$ cat src/rtl/iss_pkg.sv
// shared types and constants of the insertion sorter
package iss_pkg;

   localparam int ISS_CAPACITY  = 8;
   localparam int ISS_KEY_WIDTH = 32;

   // one slot of the sorted chain
   typedef struct packed {
      logic                            valid;
      logic signed [ISS_KEY_WIDTH-1:0] key;
   } iss_slot_type;

   // per-cycle command shared by every cell
   typedef struct packed {
      logic insert;
      logic drain;
   } iss_ctl_type;

   // controller states
   typedef enum logic [1:0] {
      ST_LOAD  = 2'b01,
      ST_DRAIN = 2'b10
   } iss_state_type;

endpackage

$ cat src/rtl/iss_req_if.sv
// key channel: valid, ready and one key with its end-of-set flag
interface iss_req_if
   import iss_pkg::*;
();
   logic                            valid;
   logic                            ready;
   logic signed [ISS_KEY_WIDTH-1:0] key_value;
   logic                            last;

   modport source (output valid, output key_value, output last, input ready);
   modport sink   (input valid, input key_value, input last, output ready);
endinterface

$ cat src/rtl/iss_rsp_if.sv
// result channel: valid, ready and one sorted key with its flags
interface iss_rsp_if
   import iss_pkg::*;
();
   logic                            valid;
   logic                            ready;
   logic signed [ISS_KEY_WIDTH-1:0] sorted_value;
   logic                            last_res;
   logic                            dropped;

   modport source (output valid, output sorted_value, output last_res, output dropped,
                   input ready);
   modport sink   (input valid, input sorted_value, input last_res, input dropped,
                   output ready);
endinterface

$ cat src/rtl/iss_cell.sv
// one cell of the sorting chain: holds a key and trades with its neighbours
module iss_cell
   import iss_pkg::*;
(
   input  logic                            clock,
   input  logic                            reset,
   input  iss_ctl_type                     ctl,
   input  logic signed [ISS_KEY_WIDTH-1:0] new_key,
   input  iss_slot_type                    lower_slot,
   input  logic                            lower_gt,
   input  iss_slot_type                    upper_slot,
   output iss_slot_type                    slot,
   output logic                            gt
);

   logic                            valid_ff;
   logic                            valid_in;
   logic signed [ISS_KEY_WIDTH-1:0] key_ff;
   logic signed [ISS_KEY_WIDTH-1:0] key_in;

   // an empty cell counts as greater than any key
   assign gt = !valid_ff || ($signed(key_ff) > $signed(new_key));

   // insert shifts greater keys up; drain shifts everything down
   always_comb begin
      valid_in = valid_ff;
      key_in   = key_ff;
      if (ctl.insert && gt) begin
         if (lower_gt) begin
            valid_in = lower_slot.valid;
            key_in   = lower_slot.key;
         end else begin
            valid_in = 1'b1;
            key_in   = new_key;
         end
      end else if (ctl.drain) begin
         valid_in = upper_slot.valid;
         key_in   = upper_slot.key;
      end
   end

   // occupancy flag
   always_ff @(posedge clock) begin
      if (reset) begin
         valid_ff <= 1'b0;
      end else begin
         valid_ff <= valid_in;
      end
   end

   // key storage
   always_ff @(posedge clock) begin
      key_ff <= key_in;
   end

   assign slot.valid = valid_ff;
   assign slot.key   = key_ff;

endmodule

$ cat src/rtl/insertion_sort_ascending_top.sv
// top level of the ascending insertion sorter
//
//   channel    | dir | payload                            | handshake
//   req_chan   | in  | key_value[31:0] signed, last       | valid / ready
//   rsp_chan   | out | sorted_value[31:0], last_res, drop | valid / ready
//
// all cells compare against each key in parallel and the greater ones
// step up one place in the same edge that accepts the key.
// the key marked last closes the set; results then leave one a cycle from
// the bottom cell while rsp_ready stays high. keys are refused while a set
// drains.
// synchronous reset empties the chain at once; rsp_ready low holds the
// current result and the chain.
module insertion_sort_ascending_top
   import iss_pkg::*;
#(
   parameter int CAPACITY = ISS_CAPACITY
)
(
   input  logic     clock,
   input  logic     reset,
   iss_req_if.sink   req_chan,
   iss_rsp_if.source rsp_chan
);

   iss_state_type state_ff;
   iss_state_type state_in;
   logic          overflow_ff;
   logic          overflow_in;
   iss_ctl_type   ctl;
   logic          req_fire;
   logic          rsp_fire;
   logic          full;

   iss_slot_type  slot_q [CAPACITY];
   logic          gt_q   [CAPACITY];

   // chain of cells
   for (genvar i = 0; i < CAPACITY; i++) begin : g_cell
      iss_slot_type lower_slot;
      logic         lower_gt;
      iss_slot_type upper_slot;

      if (i == 0) begin : g_bottom
         assign lower_slot = '0;
         assign lower_gt   = 1'b0;
      end else begin : g_mid_lo
         assign lower_slot = slot_q[i-1];
         assign lower_gt   = gt_q[i-1];
      end

      if (i == CAPACITY - 1) begin : g_top
         assign upper_slot = '0;
      end else begin : g_mid_hi
         assign upper_slot = slot_q[i+1];
      end

      iss_cell u_cell (
         .clock      (clock),
         .reset      (reset),
         .ctl        (ctl),
         .new_key    (req_chan.key_value),
         .lower_slot (lower_slot),
         .lower_gt   (lower_gt),
         .upper_slot (upper_slot),
         .slot       (slot_q[i]),
         .gt         (gt_q[i])
      );
   end

   // handshakes
   assign full              = slot_q[CAPACITY-1].valid;
   assign req_chan.ready    = (state_ff == ST_LOAD);
   assign req_fire          = req_chan.valid && req_chan.ready;
   assign rsp_chan.valid    = (state_ff == ST_DRAIN) && slot_q[0].valid;
   assign rsp_fire          = rsp_chan.valid && rsp_chan.ready;

   // result payload: key from the bottom cell, last when the cell above is empty, drop flag from the controller
   assign rsp_chan.sorted_value = slot_q[0].key;
   assign rsp_chan.last_res     = !slot_q[1].valid;
   assign rsp_chan.dropped      = overflow_ff;

   // cell commands
   assign ctl.insert = req_fire && !full;
   assign ctl.drain  = rsp_fire;

   // load / drain sequencing and drop flag
   always_comb begin
      state_in    = state_ff;
      overflow_in = overflow_ff;
      case (state_ff)
         ST_LOAD: begin
            if (req_fire && full) begin
               overflow_in = 1'b1;
            end
            if (req_fire && req_chan.last) begin
               state_in = ST_DRAIN;
            end
         end
         ST_DRAIN: begin
            if (rsp_fire && rsp_chan.last_res) begin
               state_in    = ST_LOAD;
               overflow_in = 1'b0;
            end
         end
         default: begin
            state_in    = ST_LOAD;
            overflow_in = 1'b0;
         end
      endcase
   end

   // control registers
   always_ff @(posedge clock) begin
      if (reset) begin
         state_ff    <= ST_LOAD;
         overflow_ff <= 1'b0;
      end else begin
         state_ff    <= state_in;
         overflow_ff <= overflow_in;
      end
   end

endmodule

$ cat src/flat_wrapper.sv
// flat-port wrapper written by rule: the top's interface ports become plain ports
module insertion_sort_ascending_top_flat import iss_pkg::*;
#(
   parameter int CAPACITY = ISS_CAPACITY
)
  (clock, reset, req_chan_valid, req_chan_key_value, req_chan_last, req_chan_ready, rsp_chan_valid, rsp_chan_sorted_value, rsp_chan_last_res, rsp_chan_dropped, rsp_chan_ready);
  iss_req_if req_chan_i ();
  iss_rsp_if rsp_chan_i ();
  input  logic clock;
  input  logic reset;
  input wire logic [$bits(req_chan_i.valid)-1:0] req_chan_valid;
  input wire logic [$bits(req_chan_i.key_value)-1:0] req_chan_key_value;
  input wire logic [$bits(req_chan_i.last)-1:0] req_chan_last;
  output wire logic [$bits(req_chan_i.ready)-1:0] req_chan_ready;
  output wire logic [$bits(rsp_chan_i.valid)-1:0] rsp_chan_valid;
  output wire logic [$bits(rsp_chan_i.sorted_value)-1:0] rsp_chan_sorted_value;
  output wire logic [$bits(rsp_chan_i.last_res)-1:0] rsp_chan_last_res;
  output wire logic [$bits(rsp_chan_i.dropped)-1:0] rsp_chan_dropped;
  input wire logic [$bits(rsp_chan_i.ready)-1:0] rsp_chan_ready;
  assign req_chan_i.valid = req_chan_valid;
  assign req_chan_i.key_value = req_chan_key_value;
  assign req_chan_i.last = req_chan_last;
  assign req_chan_ready = req_chan_i.ready;
  assign rsp_chan_valid = rsp_chan_i.valid;
  assign rsp_chan_sorted_value = rsp_chan_i.sorted_value;
  assign rsp_chan_last_res = rsp_chan_i.last_res;
  assign rsp_chan_dropped = rsp_chan_i.dropped;
  assign rsp_chan_i.ready = rsp_chan_ready;
  insertion_sort_ascending_top #(.CAPACITY(CAPACITY)) u_core (.clock(clock), .reset(reset), .req_chan(req_chan_i), .rsp_chan(rsp_chan_i));
endmodule
$ cat config.mk
export PLATFORM = sky130hd
export DESIGN_NAME = insertion_sort_ascending_top_flat
export DESIGN_NICKNAME = d
export VERILOG_FILES = /design/src/rtl/iss_pkg.sv /design/src/rtl/iss_req_if.sv /design/src/rtl/iss_rsp_if.sv /design/src/rtl/iss_cell.sv /design/src/rtl/insertion_sort_ascending_top.sv /design/src/flat_wrapper.sv
export SDC_FILE = /design/constraint.sdc
export NUM_CORES = 1
export LEC_CHECK = 0
export ABC_CLOCK_PERIOD_IN_PS = 8500
export BUFFER_PORTS_ARGS = -buffer_cell sky130_fd_sc_hd__buf_4
export CAP_MARGIN = 20
export CORE_ASPECT_RATIO = 1.4
export CORE_MARGIN = 2
export CORE_UTILIZATION = 45
export CTS_BUF_LIST = sky130_fd_sc_hd__clkbuf_16
export DETAILED_ROUTE_END_ITERATION = 8
export PLACE_DENSITY_LB_ADDON = 0.15
export SYNTH_ARGS = -nofsm -noshare
export SYNTH_HDL_FRONTEND = slang
export SYNTH_SLANG_ARGS = --single-unit
$ cat constraint.sdc
create_clock -name clock -period 8.5 [get_ports clock]
set_clock_uncertainty 0.1 [all_clocks]
set_input_delay 1.275 -clock clock [delete_from_list [all_inputs] [get_ports clock]]
set_output_delay 1.275 -clock clock [all_outputs]
set_load 0.01 [all_outputs]
# Word-level counts from Yosys, hierarchy flattened
# Index checks and enable logic that the tools add are counted.
[totals]
input_bits = 37
register_bits = 267
[classes]
eq_ne = 5
order_cmp = 8
mux = 52
n_reduce_logical = 41
[op_table]
columns = ["cell", "n"]
rows = [
  ["32-bit two-way mux", 23],
  ["32-bit > comparator", 8],
  ["1-bit two-way mux", 25],
  ["2-bit nonzero test", 8],
  ["1-bit logical AND", 15],
  ["1-bit logical NOT", 8],
  ["1-bit logical OR", 8],
  ["2-bit != test (second input constant)", 3],
  ["2-bit two-way mux", 2],
  ["2-bit one-hot mux with 2 select lines", 1],
  ["2-bit AND reduction", 2],
  ["2-bit by 1-bit equality test with 1-bit output (second input constant)", 1],
  ["2-bit equality test (second input constant)", 1],
  ["1-bit one-hot mux with 2 select lines", 1],
]

# Depth between registers and ports, before layout
# Gate-level depths: netlist of run 1.
[depth]
word_depth = 6
mapped_depth = 13
ltp_nobuf = 9

# Cells and area by module
# From an unflattened synthesis of run 1, not the netlist that was laid out.
[unflattened]
cells_unflattened = 3155
hier_area_um2 = 29873.7
[by_module_without_submodules]
columns = ["mod", "area_each_um2", "seq_area_each_um2", "cells_each", "n_inst"]
rows = [
  ["iss_cell", 3713.6, 980.9, 392, 8],
  ["insertion_sort_ascending_top", 165.2, 60.1, 19, 1],
]

# Worst setup path after synthesis of run 1
# Ideal clock, no wire load.
[synth_path]
kind = "in2reg"
startpoint = "input req_chan_key_value[25]"
endpoint = "register u_core.g_cell[4].u_cell.key_ff[0] (enable)"
path_stages = 10
arrival_ns = 5.497
required_time_ns = 7.934
setup_ns = 0.466
slack_ns = 2.437
n_path_buf = 2
path_cell_list = "clkbuf_1 inv_1 ha_1 a21oi_1 o21ai_0 a211oi_1 o311ai_0 o31ai_2 buf_2 o21ai_0"
[synth_between]
elab_chain_cells = 4
[synth_rtl]
columns = ["element", "line_no", "source"]
rows = [
  ["start, declared", "flat_wrapper.sv:12", "input wire logic [$bits(req_chan_i.key_value)-1:0] req_chan_key_value;"],
  ["32-bit > comparator", "iss_cell.sv:22", "assign gt = !valid_ff || ($signed(key_ff) > $signed(new_key));"],
  ["1-bit logical OR", "iss_cell.sv:22", ""],
  ["1-bit logical AND", "iss_cell.sv:28", "if (ctl.insert && gt) begin"],
  ["2-bit nonzero test (no source line)", "n/a", ""],
  ["end signal, assigned", "iss_cell.sv:53", "key_ff <= key_in;"],
  ["end, declared", "iss_cell.sv:18", "logic signed [ISS_KEY_WIDTH-1:0] key_ff;"],
]
# No other way between the ends.
# A chain may end at the register's enable or synchronous reset.

# Worst setup path after layout of run 1
[layout_path]
startpoint = "input req_chan_key_value[7]"
endpoint = "register u_core.g_cell[3].u_cell.key_ff[11] (enable)"
[layout_between]
elab_chain_cells = 4
[layout_rtl]
columns = ["element", "line_no"]
rows = [
  ["32-bit > comparator", "iss_cell.sv:22"],
  ["1-bit logical OR", "iss_cell.sv:22"],
  ["1-bit logical AND", "iss_cell.sv:28"],
  ["2-bit nonzero test (no source line)", "n/a"],
  ["end signal, assigned", "iss_cell.sv:53"],
  ["end, declared", "iss_cell.sv:18"],
]
# No other way between the ends.

==> metrics, run 1 <==
RR Startpoint=u_core.g_cell[3].u_cell.key_ff[27]; global route overflow=0; clk_lat worst skew=0.58 ns; routed length on met3=between 3000 and 4000 µm; Flop pwr share=0.419; Synth cell types=68; met1 wire length=25600 µm; flip-flop and latch area=0.00791 mm²; final WL=69500 µm; hold_ws=0.399 ns; Starting Density=0.454; die area=0.0431 mm²; status=finished, final reports clean; Max VDD drop=0.159 mV; R2R Setup Slk=4.01 ns; Int Pwr=between 0.003 and 0.004 W; syn_nets=2049; drc violations=0; antenna violations before repair=2; Sw Pwr=0.00201 W; P&R area growth vs syn=10.6%; drt pass-1 iters=6; Worst EP arrival=5.19 ns; switching share of power=0.376; warnings from Yosys=0; fraction of layout cells with a size suffix above 1=0.110; GRT Overall Usage=0.318; CTS Hold Bufs=0; CP peak stage delay=0.71 ns; pre-CTS setup slack=roughly 2.9 ns; Root Driver=clkbuf_16; Setup crit start kind=input port; post-synthesis register bit count=267; Worst R2R Path Depth=9; critical path peak fanout=33; Mapped Avg Cell Area=10.4 µm²; Routed Antenna Nets=0; worst path cell trace=buf_4 > inv_1 > ha_1 > nand4_1 > a2111oi_0 > o31ai_1 > a32oi_4 > and2_1 > buf_4 > or2_2 > buf_4; Synth Flop Type=edfxtp_1; Worst-Margin Slew=between 1 and 1.5 ns; Final min period=5.06 ns; Max Slew Vio Count=0; htree depth=1; post_cts resized=0; drt via density=6.44; final core utilization=0.502; max layer used=met4; Post-Syn Area=0.0186 mm²; NumNets Final=2048; height of the die=245 µm; largest cells by area after synthesis=edfxtp_1, ha_1, mux2i_1; Async S/R FF share, synth=0; commonest cells after routing, fill and taps aside=a21oi_1, edfxtp_1, ha_1; CP Class=in -> reg; Setup crit end kind=flip-flop; leading cell type in the layout, fill and taps excluded=a21oi_1; Min-Delay Path Class=reg -> reg; post-synth top area share=0.413; Avg WL per Cell=29.6 µm; Clock Power Share=0.255; number of global-route vias before repair=15000; met2 routed WL=35900 µm; Final HPWL DP=between 40000 and 50000 µm; Fin Setup TNS=0 ns; via count=between 15000 and 20000; PD cells=259 mW/mm²; max-slew headroom at the worst pin=0.263; final setup fails=0; Post-CTS Setup Repair Bufs=0; EDFF count, synth=256; Period Utilization, post-route=0.595; CP max stage cell=a2111oi_0; routability cong.=1.01; IO Count=73; Core Area=between 0.04 and 0.05 mm²; clock slew at reported path FFs=0.06 ns; 1st-iter DRT viols=1126; placed cells=2291; Hold EP=u_core.rsp_chan.dropped; Combinational Power Share=0.326; Multi-input gate area=0.0100 mm²; fin cells=2353; CTS buffer count=30; Max-cap violations=0; Setup WS post-layout=roughly 3.4 ns; Synth area leader=edfxtp_1; CP required=between 8 and 9 ns; die width=176 µm; site row count=between 80 and 90; sequential element share of the synthesized area=0.424; hold path start=u_core.rsp_chan.dropped; largest net degree at the start of global routing=72; worst flop-to-flop path endpoint=u_core.g_cell[3].u_cell.key_ff[11]; hold depth=2; IO Port Bufs=72; clock sinks=267; global-route wire length before repair=101000 µm; TritonCTS clock tree=built; Max Fclk=~200 MHz; cell mode on critical path=buf_4; unrepaired setup endpoints after global routing=no; crit path from=req_chan_key_value[7]; Leak=8.32 nW; fillers=3808; final hold violations=0; Max Buffers Root-to-Sink=3; Post-Synthesis Cells=between 1500 and 2000
==> layout make-up <==
type | count | share of cell area
inverters | 51 | 0.00929
repair buffers | 101 | 0.0389
flip-flops and latches | 267 | 0.384
clock buffers | 31 | 0.0376
multi-input cells | 1336 | 0.486
diodes | 2 | 0.000243
well taps | 540 | 0.0328
clock inverters | 25 | 0.0114
==> worst max-delay path, delay by kind of cell <==
kind / cells / cell delay (ns)
fa+ha+maj: 1 / 0.39
buf+inv: 4 / 1.22
simple gates: 3 / 1.02
compound gates: 3 / 1.19
==> worst max path at each step <==
stage                                         endpoint  slack (ns)  cells after the start
finish              u_core.g_cell[3].u_cell.key_ff[11]        3.44                     11
global route         u_core.g_cell[3].u_cell.key_ff[0]        3.35                     11
CTS                 u_core.g_cell[2].u_cell.key_ff[16]        3.52                     11
detailed placement  u_core.g_cell[2].u_cell.key_ff[20]        2.91                     11
global placement    u_core.g_cell[2].u_cell.key_ff[21]        2.86                     11
floorplan            u_core.g_cell[4].u_cell.key_ff[0]        2.44                     10
==> power by group through the flow <==
stage	Combinational (W)	Clock (W)	Sequential (W)
after global placement	0.00166	0	0.00225
after CTS	0.00171	0.00138	0.00223
after floorplan	0.00113	0	0.00209
final	0.00174	0.00136	0.00224
after detailed placement	0.00171	0	0.00225
after global routing	0.00191	0.00142	0.00225
==> routing by layer <==
layer | track usage | vias up
met4 | 0.204 | 0
li1 | - | 6878
met2 | 0.578 | 598
met5 | 0 | -
met3 | 0.0302 | 175
met1 | 0.354 | 7493
==> registers in the layout, summed over array words and instances (netlist names) <==
register                       cells
u_core.g_cell.u_cell.key_ff      256
u_core.g_cell.u_cell.valid_ff      8
u_core.state_ff                    2
u_core.rsp_chan.dropped            1
==> stage by stage <==
| step | cell area [µm²] | total power, W |
|---|---|---|
| 2_1_floorplan | 18600 | 0.00322 |
| 3_3_place_gp | 19500 | 0.00391 |
| 3_5_place_dp | 19500 | 0.00396 |
| 4_1_cts | 20500 | 0.00532 |
| 5_1_grt | 20600 | 0.00558 |
| 6_report | 20600 | 0.00534 |
==> cell usage after synthesis, types with 8 or more instances <==
library cell	number
o21ai_1	14
nor2_1	81
buf_4	14
nand2_1	80
buf_2	28
a21oi_1	287
nor4_1	14
ha_1	224
nor2b_1	13
a21boi_0	11
o211ai_1	8
clkbuf_1	82
nand4_1	52
a31oi_1	34
mux2_2	24
nand3_1	51
inv_1	51
o21ai_0	138
mux2i_1	192
a21o_1	11
dfxtp_1	11
edfxtp_1	256
mux2_4	8
==> cell families after synthesis <==
family / synth area share
AND/OR/NAND/NOR: 0.0862
flip-flops: 0.424
buffers and inverters: 0.0451
AO/OA/AOI/OAI: 0.170
multiplexers: 0.124
adder cells (fa/ha/maj): 0.150
Power figures use the tool's default switching activity.
==> run 2: changes to the inputs <==
--- a/config.mk
+++ b/config.mk
@@ -5,7 +5,8 @@
 export SDC_FILE = /design/constraint.sdc
 export NUM_CORES = 1
 export LEC_CHECK = 0
-export ABC_CLOCK_PERIOD_IN_PS = 8500
+export ABC_AREA = 1
+export ABC_CLOCK_PERIOD_IN_PS = 4700
 export BUFFER_PORTS_ARGS = -buffer_cell sky130_fd_sc_hd__buf_4
 export CAP_MARGIN = 20
 export CORE_ASPECT_RATIO = 1.4
==> constraint.sdc (replaced) <==
create_clock -name clock -period 4.7 [get_ports clock]
set_clock_uncertainty 0.1 [all_clocks]
set_input_delay 0.705 -clock clock [delete_from_list [all_inputs] [get_ports clock]]
set_output_delay 0.705 -clock clock [all_outputs]
set_load 0.01 [all_outputs]
==> run 2 against run 1 <==
  * Sequential cell count stayed put
  * Worst setup slack lost 2.5 ns
  * Clock power up 67%
  * Final area down 0.58%
  * Wire length fell by 15%
  * First-iteration DRC count fell by 6.1%
  * Total power increased by 46%
  * Clock-buffer cell count is the same
  * Sequential power increased by 52%
  * Via count rose by 8.1%
  * Hold slack lost 0.10 ns
  * Critical path type unchanged
  * Critical endpoint is now u_core.g_cell[3].u_cell.key_ff[20]
==> metrics, run 2 <==
status=finished, final reports clean (unchanged); max-slew headroom at the worst pin=0.478 (was 0.263); Synth cell types=34 (was 68); leading cell type in the layout, fill and taps excluded=nand2_1 (was a21oi_1); Sw Pwr=0.00272 W (was 0.00201 W); commonest cells after routing, fill and taps aside=nand2_1, a21oi_1, edfxtp_1 (was a21oi_1, edfxtp_1, ha_1); Most flops, register=u_core.g_cell.u_cell.key_ff (unchanged); drc violations=0 (unchanged); PD cells=381 mW/mm² (was 259 mW/mm²); CTS buffer count=31 (was 30); P&R area growth vs syn=11.3% (was 10.6%); largest net degree at the start of global routing=49 (was 72); Final min period=3.79 ns; hold depth=3 (was 2); Root Driver=clkbuf_16 (unchanged); Synth area leader=edfxtp_1 (unchanged); Combinational Power Share=0.271 (was 0.326); sequential element share of the synthesized area=0.430 (was 0.424); design area=0.0205 mm² (was 0.0206 mm²); simple-gate share of the synthesized area=0.201 (was 0.0862); drt pass-1 iters=6 (unchanged); warnings from Yosys=0 (unchanged); switching share of power=0.349 (was 0.376); GR Layer Usage met2=0.516 (was 0.578); Flop pwr share=0.438 (was 0.419); R2R Setup Slk=1.02 ns (was 4.01 ns); Post-Synth Adder-Cell Area=0.152 (was 0.150); clock slew at reported path FFs=0.06 ns (about the same); crit path from=req_chan_key_value[7] (unchanged); htree depth=1 (unchanged); final hold violations=0 (unchanged); TritonCTS clock tree=built (unchanged); Clock Power Share=0.291 (was 0.255); final core utilization=0.509 (was 0.502); Hold EP=u_core.state_ff[1] (was u_core.rsp_chan.dropped); 1st-iter DRT viols=1057 (was 1126); fraction of layout cells with a size suffix above 1=0.0886 (was 0.110); Core Area=0.0403 mm² (was 0.0411 mm²); n_diodes=0 (was 2); largest registers=u_core.g_cell.u_cell.key_ff (256), u_core.g_cell.u_cell.valid_ff (8), u_core.state_ff (2) (unchanged); CTS Hold Bufs=0 (unchanged); number of global-route vias before repair=16700 (was 15000); placed cells=2769 (was 2291); via count=16400 (was 15100); met1 Track Usage GR=0.296 (was 0.354); global route overflow=0 (unchanged); Largest register FFs=256 (unchanged); main combinational cell family by area after synthesis=simple AND/OR/NAND/NOR gates (was compound AO/OA/AOI/OAI gates); CP required=5.03 ns (was 8.64 ns); Synth Area in Compound Gates=0.162 (was 0.170); Avg WL per Cell=20.9 µm (was 29.6 µm); Max Slew Vio Count=0 (unchanged); Leak=9.15 nW (was 8.32 nW); GRT Overall Usage=0.274 (was 0.318); routability cong.=0.910 (was 1.01); Starting Density=0.457 (was 0.454); site row count=87 (was 88); die area=0.0426 mm² (was 0.0431 mm²); clock sinks=267 (unchanged); worst flop-to-flop path endpoint=u_core.g_cell[0].u_cell.key_ff[9] (was u_core.g_cell[3].u_cell.key_ff[11]); final WL=59100 µm (was 69500 µm); Max-cap violations=0 (unchanged); height of the die=243 µm (was 245 µm); Mapped Avg Cell Area=8.33 µm² (was 10.4 µm²); Period Utilization, post-route=0.806; Min-Delay Path Class=in -> reg (was reg -> reg); Setup crit end kind=flip-flop (unchanged); unrepaired setup endpoints after global routing=no (unchanged); Post-Synthesis Cells=2209 (was 1788); Final HPWL DP=45100 µm (was 48300 µm); EDFF count, synth=256 (unchanged); Setup crit start kind=input port (unchanged); Post-CTS Setup Repair Bufs=0 (unchanged); post-synth top area share=0.418 (was 0.413); Async S/R FF share, synth=0 (unchanged); Tot Pwr=0.00780 W (was 0.00534 W); antenna violations before repair=0 (was 2); drt via density=5.79 (was 6.44); Worst EP arrival=4.12 ns (was 5.19 ns); IO Count=73 (unchanged); Routed Antenna Nets=0 (unchanged); top-count cell post-synth=nand2_1 (was a21oi_1); die width=175 µm (was 176 µm); cell area after placement=0.0196 mm² (was 0.0195 mm²); Fin Setup TNS=0 ns (unchanged); Post-Synth XOR/XNOR Area=0 (unchanged); Int Pwr=0.00508 W (was 0.00333 W); IO Port Bufs=72 (unchanged); Max Buffers Root-to-Sink=3 (unchanged); CP Class=in -> reg (unchanged); syn_nets=2470 (was 2049); global-route wire length before repair=91000 µm (was 101000 µm); post_cts resized=0 (unchanged); Post-Syn Area=0.0184 mm² (was 0.0186 mm²); Synth Flop Type=edfxtp_1 (unchanged); post-synthesis register bit count=267 (unchanged); fin cells=2826 (was 2353); critical path peak fanout=32 (was 33); hold path start=req_chan_last (was u_core.rsp_chan.dropped); GR met3 Demand/Resource=0.0243 (was 0.0302); GR peak layer=met2 (unchanged); RR Startpoint=u_core.g_cell[0].u_cell.key_ff[31] (was u_core.g_cell[3].u_cell.key_ff[27]); largest cells by area after synthesis=edfxtp_1, ha_1, nand2_1 (was edfxtp_1, ha_1, mux2i_1); Post-synth top cells=nand2_1, a21oi_1, edfxtp_1 (was a21oi_1, edfxtp_1, ha_1); Worst R2R Path Depth=11 (was 9); Worst-Margin Slew=0.783 ns (was 1.10 ns); clk_lat worst skew=0.59 ns (was 0.58 ns); Max Fclk=about 260 MHz; Max VDD drop=0.299 mV (was 0.159 mV); final setup fails=0 (unchanged); NumNets Final=2529 (was 2048); mux contribution to synthesized area=0 (was 0.124)
[run 2: cell types whose count changed in the layout (fill, tap and decap cells not counted), sizes merged, moves of 11 or more]
cell    before  now
a21boi      11    0
a21oi      287  403
a31oi       34    0
buf        100  121
inv         55  150
mux2        32    0
mux2i      192    0
nand2       80  552
nand3       52   91
nand4       52   22
nor2        81  230
nor2b       13    0
nor4        14    2
[run 2: kinds of logic (layout without fill, tap and decap cells)]
logic type,after synthesis,count (layout)
fa+ha+maj,224,224
flops,267,267
buf+inv,235,318
simple gates,909,909
compound gates,574,574
[run 2: power groups by stage]
| stage | logic, W | clock network, W | registers [W] |
|---|---|---|---|
| final | 0.00211 | 0.00227 | 0.00341 |
| after global routing | 0.00241 | 0.00238 | 0.00344 |
| after CTS | 0.00210 | 0.00230 | 0.00341 |
| after detailed placement | 0.00209 | 0 | 0.00346 |
| after global placement | 0.00201 | 0 | 0.00346 |
| after floorplan | 0.00148 | 0 | 0.00332 |
[run 2: critical path: stages]
cell	delay, ns
buf_4	0.15
inv_1	0.26
buf_4	0.24
ha_1	0.29
nand2_1	0.07
nor2_1	0.35
nand2_1	0.09
nand2_1	0.09
nand2_1	0.05
nand2_1	0.14
nand2_1	0.09
nand3_1	0.09
nand3_1	0.09
nand2_2	0.26
nand2_2	0.33
inv_2	0.55
nor2_1	0.10
a21oi_1	0.14
[run 2: metrics by stage]
| stage | worst slack [ns] | hold slack (ns) |
|---|---|---|
| after global routing | 0.652 | 0.311 |
| final | 0.911 | 0.298 |
| after detailed placement | 0.386 | 0.362 |
| after floorplan | 1.04 | 0.373 |
| after CTS | 0.962 | 0.289 |
| after global placement | 0.399 | 0.347 |
[run 2: worst max-delay path by stage]
| stage | end | cells after the start |
|---|---|---|
| after global placement | u_core.g_cell[0].u_cell.key_ff[9] | 13 |
| after floorplan | u_core.g_cell[7].u_cell.key_ff[0] | 2 |
| after CTS | u_core.g_cell[0].u_cell.key_ff[9] | 13 |
| after detailed placement | u_core.g_cell[0].u_cell.key_ff[9] | 13 |
| final | u_core.g_cell[3].u_cell.key_ff[20] | 18 |
| after global routing | u_core.g_cell[0].u_cell.key_ff[9] | 13 |
[run 2: layer usage]
metal | vias to the layer above | share of wire | routed length, µm
li1 | 7796 | - | -
met1 | 7806 | 0.36 | 21400
met2 | 569 | 0.53 | 31200
met3 | 201 | 0.044 | 2580
met4 | 0 | 0.066 | 3870
met5 | - | 0 | 0
[run 2: area by class of cell]
class                           count  area (µm²)
Fill cell                        3894       19800
Timing Repair Buffer              121         953
Multi-Input combinational cell   1707        9520
Clock buffer                       31         776
Inverter                          140         526
Sequential cell                   267        7910
Tap cell                          534         668
Clock inverter                     26         143
==> run 3: changes to the inputs <==
--- a/config.mk
+++ b/config.mk
@@ -5,8 +5,8 @@
 export SDC_FILE = /design/constraint.sdc
 export NUM_CORES = 1
 export LEC_CHECK = 0
-export ABC_AREA = 1
-export ABC_CLOCK_PERIOD_IN_PS = 4700
+export ABC_AREA = 0
+export ABC_CLOCK_PERIOD_IN_PS = 4000
 export BUFFER_PORTS_ARGS = -buffer_cell sky130_fd_sc_hd__buf_4
 export CAP_MARGIN = 20
 export CORE_ASPECT_RATIO = 1.4
==> constraint.sdc (replaced) <==
create_clock -name clock -period 4 [get_ports clock]
set_clock_uncertainty 0.1 [all_clocks]
set_input_delay 0.6 -clock clock [delete_from_list [all_inputs] [get_ports clock]]
set_output_delay 0.6 -clock clock [all_outputs]
set_load 0.01 [all_outputs]
==> run 3 against run 2 <==
  * Die area is 1.2% higher
  * Utilization is 0.76 points higher
  * Global-route usage increased by 0.91 points
  * Largest cell class unchanged
==> metrics, run 3 (synthesized netlist as in run 1, its figures left out) <==
CP delay by family, top=compound AO/OA/AOI/OAI gates (was simple AND/OR/NAND/NOR gates); drt via density=6.19 (was 5.79); drc violations=0 (unchanged); via count=14900 (was 16400); Flop pwr share=0.430 (was 0.438); cell area after placement=0.0203 mm² (was 0.0196 mm²); Final min period=3.47 ns; switching share of power=0.362 (was 0.349); post_cts resized=0 (unchanged); Max Buffers Root-to-Sink=3 (unchanged); GRT Overall Usage=0.283 (was 0.274); Post-CTS Setup Repair Bufs=0 (unchanged); status=finished, final reports clean (unchanged); n_diodes=0 (unchanged); antenna violations before repair=0 (unchanged); number of global-route vias before repair=15600 (was 16700); critical path peak fanout=64 (was 32); Setup WS post-layout=0.533 ns (was 0.911 ns); Setup crit start kind=input port (unchanged); IO Count=73 (unchanged); unrepaired setup endpoints after global routing=no (unchanged); largest registers=u_core.g_cell.u_cell.key_ff (256), u_core.g_cell.u_cell.valid_ff (8), u_core.state_ff (2) (unchanged); TritonCTS clock tree=built (unchanged); IO Port Bufs=72 (unchanged); CP required=4.22 ns (was 5.03 ns); Worst-Margin Slew=0.931 ns (was 0.783 ns); worst path cell trace=buf_4 > inv_1 > buf_4 > ha_1 > nand4_1 > a2111oi_0 > o31ai_1 > a32oi_4 > buf_12 > mux2i_1 > a21oi_1 (was buf_4 > inv_1 > buf_4 > ha_1 > nand2_1 > nor2_1 > nand2_1 > nand2_1 > nand2_1 > nand2_1 > nand2_1 > nand3_1 > nand3_1 > nand2_2 > nand2_2 > inv_2 > nor2_1 > a21oi_1); CP Buf/Inv Count=4 (unchanged); clk_lat worst skew=0.57 ns (was 0.59 ns); fraction of layout cells with a size suffix above 1=0.141 (was 0.0886); Combinational Power Share=0.331 (was 0.271); CP max stage cell=a2111oi_0 (was inv_2); site row count=88 (was 87); Fin Setup TNS=0 ns (unchanged); Min-Delay Path Class=in -> reg (unchanged); drt pass-1 iters=7 (was 6); Clock Power Share=0.240 (was 0.291); final setup fails=0 (unchanged); Max-cap violations=0 (unchanged); Root Driver=clkbuf_16 (unchanged); height of the die=245 µm (was 243 µm); clock slew at reported path FFs=0.06 ns (about the same); Leak=8.69 nW (was 9.15 nW); leading cell type in the layout, fill and taps excluded=a21oi_1 (was nand2_1); Starting Density=0.454 (was 0.457); R2R Setup Slk=0.55 ns (was 1.02 ns); largest net degree at the start of global routing=67 (was 49); CTS Hold Bufs=0 (unchanged); global-route wire length before repair=92200 µm (was 91000 µm); 1st-iter DRT viols=881 (was 1057); die width=176 µm (was 175 µm); Period Utilization, post-route=0.867; cell mode on critical path=buf_4 (was nand2_1); Max Slew Vio Count=0 (unchanged); NumNets Final=2116 (was 2529); P&R area growth vs syn=13.8% (was 11.3%); final WL=61600 µm (was 59100 µm); PD cells=515 mW/mm² (was 381 mW/mm²); clock sinks=267 (unchanged); Tot Pwr=0.0109 W (was 0.00780 W); Avg WL per Cell=25.5 µm (was 20.9 µm); routability cong.=0.923 (was 0.910); Largest register FFs=256 (unchanged); Max Fclk=288 MHz; global route overflow=0 (unchanged); Core Area=0.0411 mm² (was 0.0403 mm²); max-slew headroom at the worst pin=0.372 (was 0.478); pre-CTS setup slack=0.0159 ns (was 0.386 ns); final hold violations=0 (unchanged); Worst EP arrival=3.68 ns (was 4.12 ns); Max VDD drop=0.408 mV (was 0.299 mV); CP Class=in -> reg (unchanged); CTS buffer count=29 (was 31); design area=0.0212 mm² (was 0.0205 mm²); Setup crit end kind=flip-flop (unchanged); Most flops, register=u_core.g_cell.u_cell.key_ff (unchanged); commonest cells after routing, fill and taps aside=a21oi_1, edfxtp_1, ha_1 (was nand2_1, a21oi_1, edfxtp_1); htree depth=1 (unchanged); Int Pwr=0.00697 W (was 0.00508 W); Routed Antenna Nets=0 (unchanged); Final HPWL DP=47300 µm (was 45100 µm); die area=0.0431 mm² (was 0.0426 mm²); Sw Pwr=0.00395 W (was 0.00272 W); CP peak stage delay=0.76 ns (was 0.55 ns)
==> run 3: layout make-up <==
| type | instances | area [µm²] |
|---|---|---|
| Fill cell | 3740 | 19900 |
| Tap cell | 540 | 676 |
| Inverter | 51 | 191 |
| Clock inverter | 23 | 166 |
| Clock buffer | 29 | 726 |
| Multi-Input combinational cell | 1336 | 10000 |
| Timing Repair Buffer | 170 | 1540 |
| Sequential cell | 267 | 7910 |
==> run 3: worst register-to-register path, cell delays in order (launching register included) <==
cell	delay (ns)
edfxtp_1	0.45
ha_1	0.35
nand4_1	0.24
a2111oi_0	0.76
o31ai_1	0.24
a32oi_4	0.34
buf_12	0.36
mux2i_1	0.27
a21oi_1	0.08
==> run 3: routing by layer <==
layer	global-route usage	share of wire	up-vias	wire length, µm
li1	-	-	7009	-
met1	0.301	0.37	7341	22500
met2	0.538	0.54	409	33400
met3	0.0263	0.032	185	1950
met4	0.161	0.062	0	3810
met5	0	0	-	0
==> run 3: worst paths after layout <==
kind,cells after the start,from,to
hold / removal,3,req_chan_valid,u_core.rsp_chan.dropped
setup reg to reg,8,u_core.g_cell[2].u_cell.key_ff[14],u_core.g_cell[3].u_cell.key_ff[15]
setup / recovery,11,req_chan_key_value[13],u_core.g_cell[3].u_cell.key_ff[15]
hold reg to reg,2,u_core.rsp_chan.dropped,u_core.rsp_chan.dropped
==> run 3: power by group through the flow <==
stage	Sequential, W	Clock [W]	Combinational, W
global placement	0.00473	0	0.00344
CTS	0.00468	0.00267	0.00359
floorplan	0.00443	0	0.00240
detailed placement	0.00473	0	0.00357
global route	0.00473	0.00276	0.00404
finish	0.00469	0.00262	0.00361
==> run 3: per-stage QoR <==
step | util | hold WS (ns) | cells
finish | 0.516 | 0.217 | 2416
global route | 0.516 | 0.215 | 2416
CTS | 0.516 | 0.205 | 2416
detailed placement | 0.495 | 0.398 | 2364
global placement | 0.495 | 0.381 | 2364
floorplan | - | 0.396 | 1788
